--- src/sv/ratan_pkg.sv ---
// ----------------------------------------------------------------------------
// Rotation arctangent package
// Shared widths, payload types, control structs and the constant angle and
// tangent tables of the vectoring rotation unit.
// ----------------------------------------------------------------------------
package ratan_pkg;

   localparam int ITERATIONS = 32;
   localparam int ROM_DEPTH  = 32;
   localparam int ROM_AW     = $clog2(ROM_DEPTH);
   localparam int ROM_W      = 32;
   localparam int ROM_FRAC   = 31;
   localparam int MUL_W      = 32;
   localparam int SAMPLE_W   = 32;
   localparam int MAG_W      = SAMPLE_W + 1;
   localparam int Y_SHIFT    = 16;
   localparam int XY_W       = 50;
   localparam int Z_W        = 33;
   localparam int ANG_W      = 32;
   localparam int ANG_MAG_W  = ANG_W - 1;
   localparam int CNT_W      = ($clog2(ITERATIONS) > ROM_AW) ? $clog2(ITERATIONS) : ROM_AW;

   localparam logic [63:0] PI_Q60 = 64'h3243F6A8885A308D;
   localparam logic signed [ANG_W-1:0] HALF_PI_Q30 = 32'sd1686629713;
   localparam logic signed [XY_W-1:0] X_INIT = XY_W'(64'h0000_0001_0000_0000);

   typedef logic [ROM_DEPTH-1:0][ROM_W-1:0] rom_type;

   typedef struct packed {
      logic signed [SAMPLE_W-1:0] sample;
      logic                       last;
   } req_type;

   typedef struct packed {
      logic signed [ANG_W-1:0] angle;
      logic                    last_out;
   } rsp_type;

   typedef struct packed {
      logic             start;
      logic [MAG_W-1:0] mag;
   } core_ctl_type;

   typedef struct packed {
      logic                  done;
      logic signed [Z_W-1:0] z;
   } core_sts_type;

   function automatic logic [63:0] mul_q62(input logic [63:0] a, input logic [63:0] b);
      logic [127:0] p;
      p = {64'd0, a} * {64'd0, b};
      return p[125:62];
   endfunction

   function automatic logic [63:0] div_small(input logic [63:0] num, input logic [63:0] den);
      logic [63:0] q;
      logic [63:0] r;
      q = '0;
      r = '0;
      for (int i = 63; i >= 0; i--) begin
         r = {r[62:0], num[i]};
         if (r >= den) begin
            r    = r - den;
            q[i] = 1'b1;
         end
      end
      return q;
   endfunction

   function automatic logic [ROM_W-1:0] tan_q31(input logic [63:0] ang);
      logic [63:0] a2;
      logic [63:0] st;
      logic [63:0] sn;
      logic [63:0] ct;
      logic [63:0] cs;
      logic [63:0] q;
      logic [63:0] r;
      a2 = mul_q62(ang, ang);
      st = ang;
      sn = ang;
      ct = 64'd1 << 62;
      cs = 64'd1 << 62;
      for (int n = 1; n <= 14; n++) begin
         st = div_small(mul_q62(st, a2), 64'((2 * n) * (2 * n + 1)));
         ct = div_small(mul_q62(ct, a2), 64'((2 * n - 1) * (2 * n)));
         if ((n % 2) == 1) begin
            sn = sn - st;
            cs = cs - ct;
         end else begin
            sn = sn + st;
            cs = cs + ct;
         end
      end
      q = '0;
      r = sn;
      if (r >= cs) begin
         q = 64'd1;
         r = r - cs;
      end
      for (int n = 0; n < 32; n++) begin
         r = r << 1;
         q = q << 1;
         if (r >= cs) begin
            r = r - cs;
            q = q | 64'd1;
         end
      end
      q = (q + 64'd1) >> 1;
      return q[ROM_W-1:0];
   endfunction

   function automatic rom_type build_tan_rom();
      rom_type t;
      t = '0;
      for (int k = 0; k < ROM_DEPTH; k++) begin
         t[k] = tan_q31(PI_Q60 >> k);
      end
      return t;
   endfunction

   function automatic rom_type build_ang_rom();
      rom_type t;
      logic [63:0] v;
      t = '0;
      for (int k = 0; k < ROM_DEPTH; k++) begin
         v    = (PI_Q60 + (64'd1 << (31 + k))) >> (32 + k);
         t[k] = v[ROM_W-1:0];
      end
      return t;
   endfunction

   localparam rom_type TAN_ROM = build_tan_rom();
   localparam rom_type ANG_ROM = build_ang_rom();

   function automatic logic [ROM_W-1:0] rom_tan(input logic [CNT_W-1:0] k);
      logic [ROM_W-1:0] v;
      v = '0;
      if ({1'b0, k} < (CNT_W + 1)'(ROM_DEPTH)) begin
         v = TAN_ROM[k[ROM_AW-1:0]];
      end
      return v;
   endfunction

   function automatic logic [ROM_W-1:0] rom_ang(input logic [CNT_W-1:0] k);
      logic [ROM_W-1:0] v;
      v = '0;
      if ({1'b0, k} < (CNT_W + 1)'(ROM_DEPTH)) begin
         v = ANG_ROM[k[ROM_AW-1:0]];
      end
      return v;
   endfunction

endpackage

--- src/sv/ratan_core.sv ---
// ----------------------------------------------------------------------------
// Rotation arctangent core
// Vectoring rotations through one shared 32x32 multiplier, four partial
// products and one closing add per rotation.
// ----------------------------------------------------------------------------
module ratan_core import ratan_pkg::*; (
   input  logic         clock,
   input  logic         reset,
   input  core_ctl_type ctl,
   output core_sts_type sts
);

   localparam logic [2:0] PH_XLO  = 3'd0;
   localparam logic [2:0] PH_XHI  = 3'd1;
   localparam logic [2:0] PH_YLO  = 3'd2;
   localparam logic [2:0] PH_YHI  = 3'd3;
   localparam logic [2:0] PH_ADDX = 3'd4;

   logic                    run_ff, run_in;
   logic                    done_ff, done_in;
   logic [2:0]              phase_ff, phase_in;
   logic [CNT_W-1:0]        k_ff, k_in;
   logic signed [XY_W-1:0]  x_ff, x_in;
   logic signed [XY_W-1:0]  y_ff, y_in;
   logic signed [Z_W-1:0]   z_ff, z_in;
   logic [XY_W-1:0]         ymag_ff, ymag_in;
   logic                    yneg_ff, yneg_in;
   logic [2*MUL_W-1:0]      prod_ff, prod_in;

   logic [ROM_W-1:0]        tan_w;
   logic [ROM_W-1:0]        ang_w;
   logic [MUL_W-1:0]        mul_a;
   logic signed [XY_W-1:0]  lo_term;
   logic signed [XY_W-1:0]  hi_term;
   logic signed [XY_W-1:0]  y_term;
   logic signed [XY_W-1:0]  x_term;

   always_comb begin
      tan_w   = rom_tan(k_ff);
      ang_w   = rom_ang(k_ff);
      lo_term = XY_W'(prod_ff[2*MUL_W-1:ROM_FRAC]);
      hi_term = XY_W'({prod_ff, 1'b0});
      y_term  = (phase_ff == PH_XHI) ? lo_term : hi_term;
      x_term  = (phase_ff == PH_YHI) ? lo_term : hi_term;

      case (phase_ff)
         PH_XLO:  mul_a = x_ff[MUL_W-1:0];
         PH_XHI:  mul_a = MUL_W'(x_ff[XY_W-1:MUL_W]);
         PH_YLO:  mul_a = ymag_ff[MUL_W-1:0];
         PH_YHI:  mul_a = MUL_W'(ymag_ff[XY_W-1:MUL_W]);
         default: mul_a = '0;
      endcase
      prod_in = {{MUL_W{1'b0}}, mul_a} * {{(2*MUL_W-ROM_W){1'b0}}, tan_w};

      run_in   = run_ff;
      done_in  = 1'b0;
      phase_in = phase_ff;
      k_in     = k_ff;
      x_in     = x_ff;
      y_in     = y_ff;
      z_in     = z_ff;
      ymag_in  = ymag_ff;
      yneg_in  = yneg_ff;

      if (ctl.start) begin
         run_in   = 1'b1;
         phase_in = PH_XLO;
         k_in     = '0;
         x_in     = X_INIT;
         y_in     = XY_W'({ctl.mag, {Y_SHIFT{1'b0}}});
         z_in     = '0;
      end else if (run_ff) begin
         case (phase_ff)
            PH_XLO: begin
               yneg_in  = y_ff[XY_W-1];
               ymag_in  = y_ff[XY_W-1] ? XY_W'(-y_ff) : XY_W'(y_ff);
               phase_in = PH_XHI;
            end
            PH_XHI, PH_YLO: begin
               y_in     = yneg_ff ? (y_ff + y_term) : (y_ff - y_term);
               phase_in = phase_ff + 3'd1;
            end
            PH_YHI: begin
               x_in     = x_ff + x_term;
               phase_in = PH_ADDX;
            end
            PH_ADDX: begin
               x_in     = x_ff + x_term;
               z_in     = yneg_ff ? (z_ff - Z_W'(ang_w)) : (z_ff + Z_W'(ang_w));
               phase_in = PH_XLO;
               if (k_ff == CNT_W'(ITERATIONS - 1)) begin
                  run_in  = 1'b0;
                  done_in = 1'b1;
               end else begin
                  k_in = k_ff + CNT_W'(1);
               end
            end
            default: begin
               phase_in = PH_XLO;
            end
         endcase
      end
   end

   always_ff @(posedge clock) begin
      if (reset) begin
         run_ff   <= 1'b0;
         done_ff  <= 1'b0;
         phase_ff <= PH_XLO;
         k_ff     <= '0;
      end else begin
         run_ff   <= run_in;
         done_ff  <= done_in;
         phase_ff <= phase_in;
         k_ff     <= k_in;
      end
   end

   always_ff @(posedge clock) begin
      x_ff    <= x_in;
      y_ff    <= y_in;
      z_ff    <= z_in;
      ymag_ff <= ymag_in;
      yneg_ff <= yneg_in;
      prod_ff <= prod_in;
   end

   assign sts.done = done_ff;
   assign sts.z    = z_ff;

endmodule

--- src/sv/rotation_arctangent.sv ---
// ----------------------------------------------------------------------------
// Rotation arctangent
// Arctangent of one signed Q16.16 sample per transfer, returned as signed
// Q2.30 radians, by vectoring rotations in a shared multiply unit.
//
//   Channel   Direction  Payload   Handshake
//   req_      in         req_type  req_valid / req_stall
//   rsp_      out        rsp_type  rsp_valid / rsp_stall
//
// Each rotation runs the multiply phases XLO, XHI, YLO and YHI on the single
// 32x32 multiplier and closes with the add phase ADDX; the angle is then
// folded into range in the busy state and loaded in the finish state.
// The next transfer is taken once the result is loaded and the block is idle.
// Reset is synchronous; the tables are constants and need no fill.
// A stalled result holds in the output register and blocks only the final step.
// ----------------------------------------------------------------------------
module rotation_arctangent import ratan_pkg::*; (
   input  logic    clock,
   input  logic    reset,
   input  logic    req_valid,
   output logic    req_stall,
   input  req_type req_data,
   output logic    rsp_valid,
   input  logic    rsp_stall,
   output rsp_type rsp_data
);

   localparam logic [1:0] ST_IDLE   = 2'd0;
   localparam logic [1:0] ST_BUSY   = 2'd1;
   localparam logic [1:0] ST_FINISH = 2'd2;

   logic [1:0]           state_ff, state_in;
   logic                 neg_ff, neg_in;
   logic                 last_ff, last_in;
   logic [ANG_MAG_W-1:0] zmag_ff, zmag_in;
   logic                 rsp_valid_ff, rsp_valid_in;
   rsp_type              rsp_data_ff, rsp_data_in;

   logic                 accept;
   logic                 out_free;
   logic signed [Z_W-1:0] zabs;
   logic signed [ANG_W-1:0] ang_pos;
   core_ctl_type         core_ctl;
   core_sts_type         core_sts;

   ratan_core u_core (
      .clock (clock),
      .reset (reset),
      .ctl   (core_ctl),
      .sts   (core_sts)
   );

   always_comb begin
      req_stall      = (state_ff != ST_IDLE);
      accept         = req_valid && !req_stall;
      out_free       = !rsp_valid_ff || !rsp_stall;

      core_ctl.start = accept;
      core_ctl.mag   = req_data.sample[SAMPLE_W-1]
                     ? ({1'b0, ~req_data.sample} + MAG_W'(1))
                     : {1'b0, req_data.sample};

      zabs    = core_sts.z[Z_W-1] ? -core_sts.z : core_sts.z;
      ang_pos = {1'b0, zmag_ff};

      state_in     = state_ff;
      neg_in       = neg_ff;
      last_in      = last_ff;
      zmag_in      = zmag_ff;
      rsp_valid_in = rsp_valid_ff && rsp_stall;
      rsp_data_in  = rsp_data_ff;

      case (state_ff)
         ST_IDLE: begin
            if (accept) begin
               neg_in   = req_data.sample[SAMPLE_W-1];
               last_in  = req_data.last;
               state_in = ST_BUSY;
            end
         end
         ST_BUSY: begin
            if (core_sts.done) begin
               if (zabs > Z_W'(HALF_PI_Q30)) begin
                  zmag_in = HALF_PI_Q30[ANG_MAG_W-1:0];
               end else begin
                  zmag_in = zabs[ANG_MAG_W-1:0];
               end
               state_in = ST_FINISH;
            end
         end
         ST_FINISH: begin
            if (out_free) begin
               rsp_valid_in         = 1'b1;
               rsp_data_in.angle    = neg_ff ? -ang_pos : ang_pos;
               rsp_data_in.last_out = last_ff;
               state_in             = ST_IDLE;
            end
         end
         default: begin
            state_in = ST_IDLE;
         end
      endcase
   end

   always_ff @(posedge clock) begin
      if (reset) begin
         state_ff     <= ST_IDLE;
         rsp_valid_ff <= 1'b0;
      end else begin
         state_ff     <= state_in;
         rsp_valid_ff <= rsp_valid_in;
      end
   end

   always_ff @(posedge clock) begin
      neg_ff      <= neg_in;
      last_ff     <= last_in;
      zmag_ff     <= zmag_in;
      rsp_data_ff <= rsp_data_in;
   end

   assign rsp_valid = rsp_valid_ff;
   assign rsp_data  = rsp_data_ff;

endmodule

--- config.mk ---
export PLATFORM = sky130hd
export DESIGN_NAME = rotation_arctangent
export DESIGN_NICKNAME = d
export VERILOG_FILES = /design/src/sv/ratan_pkg.sv /design/src/sv/ratan_core.sv /design/src/sv/rotation_arctangent.sv
export SDC_FILE = /design/constraint.sdc
export NUM_CORES = 2
export LEC_CHECK = 0
export BUFFER_PORTS_ARGS = -buffer_cell sky130_fd_sc_hd__buf_2
export CORE_ASPECT_RATIO = 0.5
export CORE_MARGIN = 5
export CORE_UTILIZATION = 70
export CTS_CLUSTER_DIAMETER = 60
export CTS_CLUSTER_SIZE = 14
export DETAILED_ROUTE_END_ITERATION = 7
export PLACE_DENSITY = 0.87
export SLEW_MARGIN = 40
export SYNTH_ARGS = -nofsm -noshare
export SYNTH_HDL_FRONTEND = slang
export SYNTH_SLANG_ARGS = --single-unit
--- constraint.sdc ---
create_clock -name clock -period 13.3 [get_ports clock]
set_input_delay 1.33 -clock clock [delete_from_list [all_inputs] [get_ports clock]]
set_output_delay 1.33 -clock clock [all_outputs]
set_load 0.1 [all_outputs]
# --- After elaboration in Yosys (flattened, before gate mapping) ---
# Memory sizes are Yosys's and may differ from the RTL's. A register that Yosys moved wholly into a read port is not among the register bits.
# Index checks and enable logic that the tools add are counted.
totals:
  register_bits: 327
  rom_bits: 2048
  inputBits: 37
  output_inout_bits: 35
  elab_cells: 106
  n_memories: 2
mem_list:
  columns: ["name", "depth", "width", "read_ports", "rd_ports_with_merged_regs", "write_ports", "line_no", "source"]
  rows:
  - ["(name not given)", 32, 32, 1, 1, 0, "ratan_pkg.sv:139", "v = TAN_ROM[k[ROM_AW-1:0]];"]
  - ["(name not given)", 32, 32, 1, 1, 0, "ratan_pkg.sv:148", "v = ANG_ROM[k[ROM_AW-1:0]];"]
op_classes:
  add_sub_neg: 11
  n_mul: 1
  order_cmp: 2
  n_eq_ne: 10
  n_mux: 30
  bitwise: 5
  n_reduce_logical: 25
ops:
  columns: ["operator", "n"]
  rows:
  - ["49-bit 2-to-1 mux", 4]
  - ["50-bit 2-to-1 mux", 3]
  - ["32-bit one-hot mux with 4 select lines", 1]
  - ["50-bit adder", 2]
  - ["33-bit 2-to-1 mux", 3]
  - ["32-bit by 32-bit multiplier with 64-bit output", 1]
  - ["32-bit 2-to-1 mux", 2]
  - ["50-bit negator", 1]
  - ["50-bit subtractor", 1]
  - ["32-bit by 1-bit adder with 33-bit output (second input constant)", 1]
  - ["33-bit by 32-bit adder with 33-bit output", 1]
  - ["33-bit by 32-bit > comparator with 1-bit output (second input constant)", 1]
  - ["33-bit negator", 1]
  - ["33-bit by 32-bit subtractor with 33-bit output", 1]
  - ["31-bit negator with 32-bit output", 1]
  - ["32-bit inverter", 1]
  - ["31-bit 2-to-1 mux", 1]
  - ["5-bit 2-to-1 mux", 4]
  - ["2-bit AND reduction", 7]
  - ["3-bit one-hot mux with 3 select lines", 1]
  - ["3-bit AND reduction", 3]
  - ["1-bit 2-to-1 mux", 7]
  - ["3-bit by 2-bit equality test with 1-bit output (second input constant)", 2]
  - ["5-bit by 6-bit less-than comparator with 1-bit output (second input constant)", 1]
  - ["20 further kinds", 33]

# --- Logic depth before layout (Yosys ltp) ---
depth:
  ltp_word: 7
  mapped_depth: 37
  ltp_nobuf: 32

# --- By module ---
# Synthesis repeated with hierarchy kept, for this count alone.
unflattened:
  hier_cells: 6781
  hier_area_um2: 59359.4
by_module_without_submodules:
  columns: ["mod", "instances", "cells_per_inst", "area_per_inst_um2", "seq_area_each_um2"]
  rows:
  - ["ratan_core", 1, 6259, 54405.9, 7166.9]
  - ["rotation_arctangent", 1, 522, 4953.5, 2042.0]

# --- Worst setup path before layout ---
# OpenSTA, ideal clock, no wires.
synth_path:
  path_type: "register to register"
  from: "register u_core.phase_ff[1]"
  to: "register u_core.prod_ff[62]"
  setup_time_ns: 0.123
  arrival_time_ns: 8.957
  required_ns: 13.177
  path_slack_ns: 4.220
  path_stages_with_launch: 36
  path_buffers: 5
  synth_period_minus_slack_ns: 9.080
  cell_sequence: "dfxtp_1 -> inv_1 -> ha_1 -> nor2b_1 -> clkbuf_1 -> clkbuf_1 -> buf_1 -> a22oi_1 -> nand2_1 -> clkbuf_1 -> and2_1 -> fa_1 -> fa_1 -> fa_1 -> inv_1 -> fa_1 -> inv_1 -> fa_1 -> inv_1 -> fa_1 -> inv_1 -> fa_1 -> fa_1 -> ha_1 -> clkbuf_1 -> nand2_1 -> nor3_1 -> nand3_1 -> a2111oi_0 -> nor3b_1 -> o31a_1 -> o21a_1 -> or4_1 -> a21oi_1 -> a211oi_1 -> xnor2_1"
synth_between:
  elab_chain_len: 3
  word_cells_on_any_way: 6
  classes_between: "1 x mul; 3 x eq/ne; 1 x mux; 1 x reduce/logical"
synth_rtl:
  columns: ["element", "line_no", "source"]
  rows:
  - ["start: declaration", "ratan_core.sv:21", "logic [2:0] phase_ff, phase_in;"]
  - ["start signal: assignment", "ratan_core.sv:114", "phase_ff <= phase_in;"]
  - ["3-bit by 2-bit equality test with 1-bit output (tied with other cells)", "ratan_core.sv:46", "case (phase_ff)"]
  - ["32-bit one-hot mux with 4 select lines *", "ratan_core.sv:46", null]
  - ["32-bit by 32-bit multiplier with 64-bit output *", "ratan_core.sv:53", "prod_in = {{MUL_W{1'b0}}, mul_a} * {{(2*MUL_W-ROM_W){1'b0}}, tan_w};"]
  - ["via u_core.prod_in[62]", "ratan_core.sv:28", "logic [2*MUL_W-1:0] prod_ff, prod_in;"]
  - ["end signal: assignment", "ratan_core.sv:125", "prod_ff <= prod_in;"]
  - ["end: declaration", "ratan_core.sv:28", null]
# The timed path passes the listed nets; every way through them passes the cells marked *.
# A chain may end at the register's enable or synchronous reset.

# --- Worst setup path after layout ---
layout_path:
  from: "register u_core.phase_ff[1]"
  to: "register u_core.prod_ff[63]"
# Same word-level chain as after synthesis.

==> flow_summary.json <==
{
  "status": "finished, violations left",
  "violations": "design-rule violations",
  "p_leak_nw": 29.8,
  "hold_class": "reg2reg",
  "grt_pass1_wl_mm": 282,
  "dpl.hpwl_mm": 137,
  "synth_edf_count": 150,
  "die_area_um2": 90500,
  "setup_viol": 0,
  "grt.total_usage_pct": 39.8,
  "rsz0062_at_grt": "no",
  "reg2regPathDepth": 30,
  "syn_area_um2": 59000,
  "seq_area_frac_synth_pct": 15.6,
  "synthTopCellsByArea": "fa_1, ha_1, dfxtp_1",
  "cp_data_required_time_ns": 13.82,
  "core_um2": 83700,
  "synthArstFlopShare_pct": 0,
  "antenna_found_initial": 18,
  "firstDrtPassIters": 8,
  "netlist_instances": 6762,
  "insertion_delay_ns": 0.60,
  "synth_warnings": 0,
  "seqCellArea_um2": 9210,
  "die_h_um": 215,
  "fmax_mhz": 95.7,
  "finalWirelength_mm": 178,
  "max_stage_delay_ns": 0.80,
  "cts_tree": "yes",
  "syn_to_final_growth_pct": 3.79,
  "wire_per_inst_um": 23.0,
  "r2r_start": "u_core.phase_ff[1]$_SDFFE_PP0P_",
  "io_buffers": 71,
  "syn_area_per_cell_um2": 8.72,
  "regToRegEndpoint": "u_core.prod_ff[63]$_DFF_P_",
  "fin_crit_ns": 10.45,
  "synth_top_flop_cell": "dfxtp_1",
  "critical_path_class": "reg2reg",
  "ant_nets": 0,
  "synth_fp_nets": 8113,
  "drtIter0Drc": 5630,
  "report.final.slew_viol_count": 0,
  "clock_skew_ns": 0.0391,
  "fill_cells": 5961,
  "worstMarginPinSlew_ns": 0.958,
  "yosysTopAreaCellShare_pct": 29.5,
  "overflow": 0,
  "final-hold-violation-count": 0,
  "rows": 75,
  "io-pin-count": 72,
  "gp_congestion": 1.06,
  "cts-resized-gates": 0,
  "final.setup.worst_slack_ns": 2.85,
  "cp-end-kind": "flop",
  "synth.largest_area_cell": "fa_1",
  "grt_max_degree": 97,
  "critical_path.most_common_cell": "fa_1",
  "nets": 7946,
  "r2r_slack_ns": 2.85,
  "fp.dieW_um": 420,
  "clockBufferDepth": 3,
  "ir_drop_v": 0.0000656,
  "vias": 49700,
  "timing.critical_path.fanout_max": 31,
  "synth_seq_cells": 385,
  "cts_buffers": 35,
  "start_util_pct": 70.4,
  "worstHoldEndpoint": "rsp_data[0]$_DFFE_PP_",
  "ys_types": 91,
  "slew_headroom_pct": 35.8,
  "finalCritPeriodShare_pct": 78.6,
  "crit_slowest_cell": "nor2b_2",
  "startpoint_type": "flop",
  "grt_pass1_vias": 51600,
  "post_cts_buffers": 0,
  "clk_pin_slew_worst_paths_ns": 0.07,
  "cp.arrival_ns": 10.97,
  "cts_hold_buf": 0,
  "pre_cts_ws_ns": 3.16,
  "drive_gt1_share_pct": 4.28,
  "pwr_density_cell_nw_per_um2": 45.7,
  "finalSetupTns_ns": 0,
  "min_path_cells": 0,
  "clock-sinks": 385,
  "hp-start": "last_ff$_DFFE_PP_",
  "drc": 12,
  "cap_violations": 0,
  "avgViaCountPerCell": 6.42,
  "htreeDepth": 2,
  "root_buffer": "clkbuf_16",
  "multiInputGateArea_um2": 44900
}
==> how the worst max path moves through the flow <==
stage                                     from                          to  slack, ns  cells after the start
6_report       u_core.phase_ff[1]$_SDFFE_PP0P_  u_core.prod_ff[63]$_DFF_P_       2.85                     30
5_1_grt        u_core.phase_ff[1]$_SDFFE_PP0P_  u_core.prod_ff[56]$_DFF_P_       2.56                     29
4_1_cts        u_core.phase_ff[1]$_SDFFE_PP0P_  u_core.prod_ff[62]$_DFF_P_       3.12                     32
3_5_place_dp   u_core.phase_ff[1]$_SDFFE_PP0P_  u_core.prod_ff[56]$_DFF_P_       3.16                     29
3_3_place_gp   u_core.phase_ff[0]$_SDFFE_PP0P_  u_core.prod_ff[62]$_DFF_P_       3.31                     33
2_1_floorplan  u_core.phase_ff[1]$_SDFFE_PP0P_  u_core.prod_ff[62]$_DFF_P_       4.22                     35
==> flip-flops by register name (all words and copies together), names as in the netlist, 2 cells and up <==
| signal | flops |
|---|---|
| u_core.x_ff | 50 |
| zmag_ff | 31 |
| u_core.y_ff | 50 |
| u_core.ang_w | 28 |
| u_core.prod_ff | 64 |
| u_core.z_ff | 33 |
| u_core.ymag_ff | 50 |
| rsp_data | 33 |
| u_core.k_ff | 5 |
| state_ff | 2 |
| u_core.tan_w | 30 |
| u_core.phase_ff | 3 |
==> per-layer routing <==
metal / GRT usage [%] / routed length (um) / vias to the layer above
li1: - / - / 21500
met1: 51.4 / 66000 / 24200
met2: 61.9 / 79100 / 3292
met3: 12.3 / 23800 / 699
met4: 17.7 / 9090 / 8
met5: 0 / 60 / -
==> power breakdown <==
part           switching, mW  leakage [nW]  internal [mW]
combinational          0.310          26.0          0.183
clock                  0.510         0.511          0.520
sequential            0.0259          3.30           1.25
==> layout by cell type, fill, tap and decap left out, types with 22 or more instances in the layout <==
cell	instances
and3_1	34
dfxtp_1	234
fa_1	868
a21oi_1	306
o21a_1	22
clkbuf_16	36
or3_1	56
buf_4	94
buf_2	71
inv_1	926
xor2_1	111
nor2b_1	30
nand4_1	33
nand3_1	62
a21o_1	133
o21bai_1	29
ha_1	446
o41ai_1	22
a22oi_1	41
and2_1	618
nand2b_1	40
o31ai_1	54
o22ai_1	33
a211oi_1	43
a31oi_1	45
edfxtp_1	150
mux2i_1	39
xnor2_1	269
nor3_1	90
nor2_1	262
nor4_1	22
nand2_1	894
o21ai_0	227
==> Yosys cell counts (19+ instances only) <==
cell type,instances
buf_1,19
fa_1,868
o22ai_1,33
o41ai_1,23
clkbuf_1,340
nor2b_1,34
nand3_1,62
o21ai_0,228
nor3_1,90
xnor2_1,270
a21o_1,133
nor2_1,263
or3_1,56
edfxtp_1,150
or4_1,21
inv_1,926
mux2i_1,39
nor4_1,24
ha_1,446
and2_1,618
o31ai_1,54
o21a_1,22
and3_1,34
dfxtp_1,235
xor2_1,111
nand2_1,898
a31oi_1,45
nand2b_1,41
a21oi_1,308
nand4_1,33
a211oi_1,43
o21bai_1,29
a22oi_1,41
==> cell families (layout without fill, tap and decap cells) <==
logic type | count (synthesis) | count (layout) | share of synthesized area (%)
xor+xnor | 381 | 381 | 5.66
flops | 385 | 385 | 15.6
compound gates | 1091 | 1091 | 11.8
fa+ha+maj | 1314 | 1314 | 38.9
buf+inv | 1300 | 1157 | 8.35
simple gates | 2250 | 2250 | 18.9
other cells | 0 | 6 | 0
mux | 41 | 41 | 0.700
==> area by class of cell <==
class,count,area share (%)
clock buffers,55,1.62
repair buffers,167,1.79
clock inverters,6,0.102
well taps,1116,2.28
diodes,6,0.0245
inverters,929,5.70
multi-input cells,5077,73.4
flip-flops and latches,385,15.1
==> worst max-delay path: cells and delay by family, from the launching register on <==
kind,cells,cell delay (ns)
and+or+nand+nor,2,0.98
AOI/OAI and AO/OA,10,3.42
DFF,1,0.34
buffers and inverters,7,0.80
xor gates and xnor gates,1,0.14
adders and majority gates,10,4.70
==> metrics by stage <==
step | std cells | hold slack [ns] | cell area [um2] | util [%] | power (mW)
floorplan | 6762 | 0.400 | 59000 | - | 1.64
global placement | 7673 | 0.403 | 60100 | 71.8 | 1.76
detailed placement | 7674 | 0.410 | 60100 | 71.8 | 1.77
CTS | 7735 | 0.426 | 61200 | 73.1 | 2.78
global route | 7735 | 0.455 | 61200 | 73.1 | 2.89
finish | 7741 | 0.424 | 61200 | 73.1 | 2.80
No activity file was read; power rests on OpenSTA's default activity.
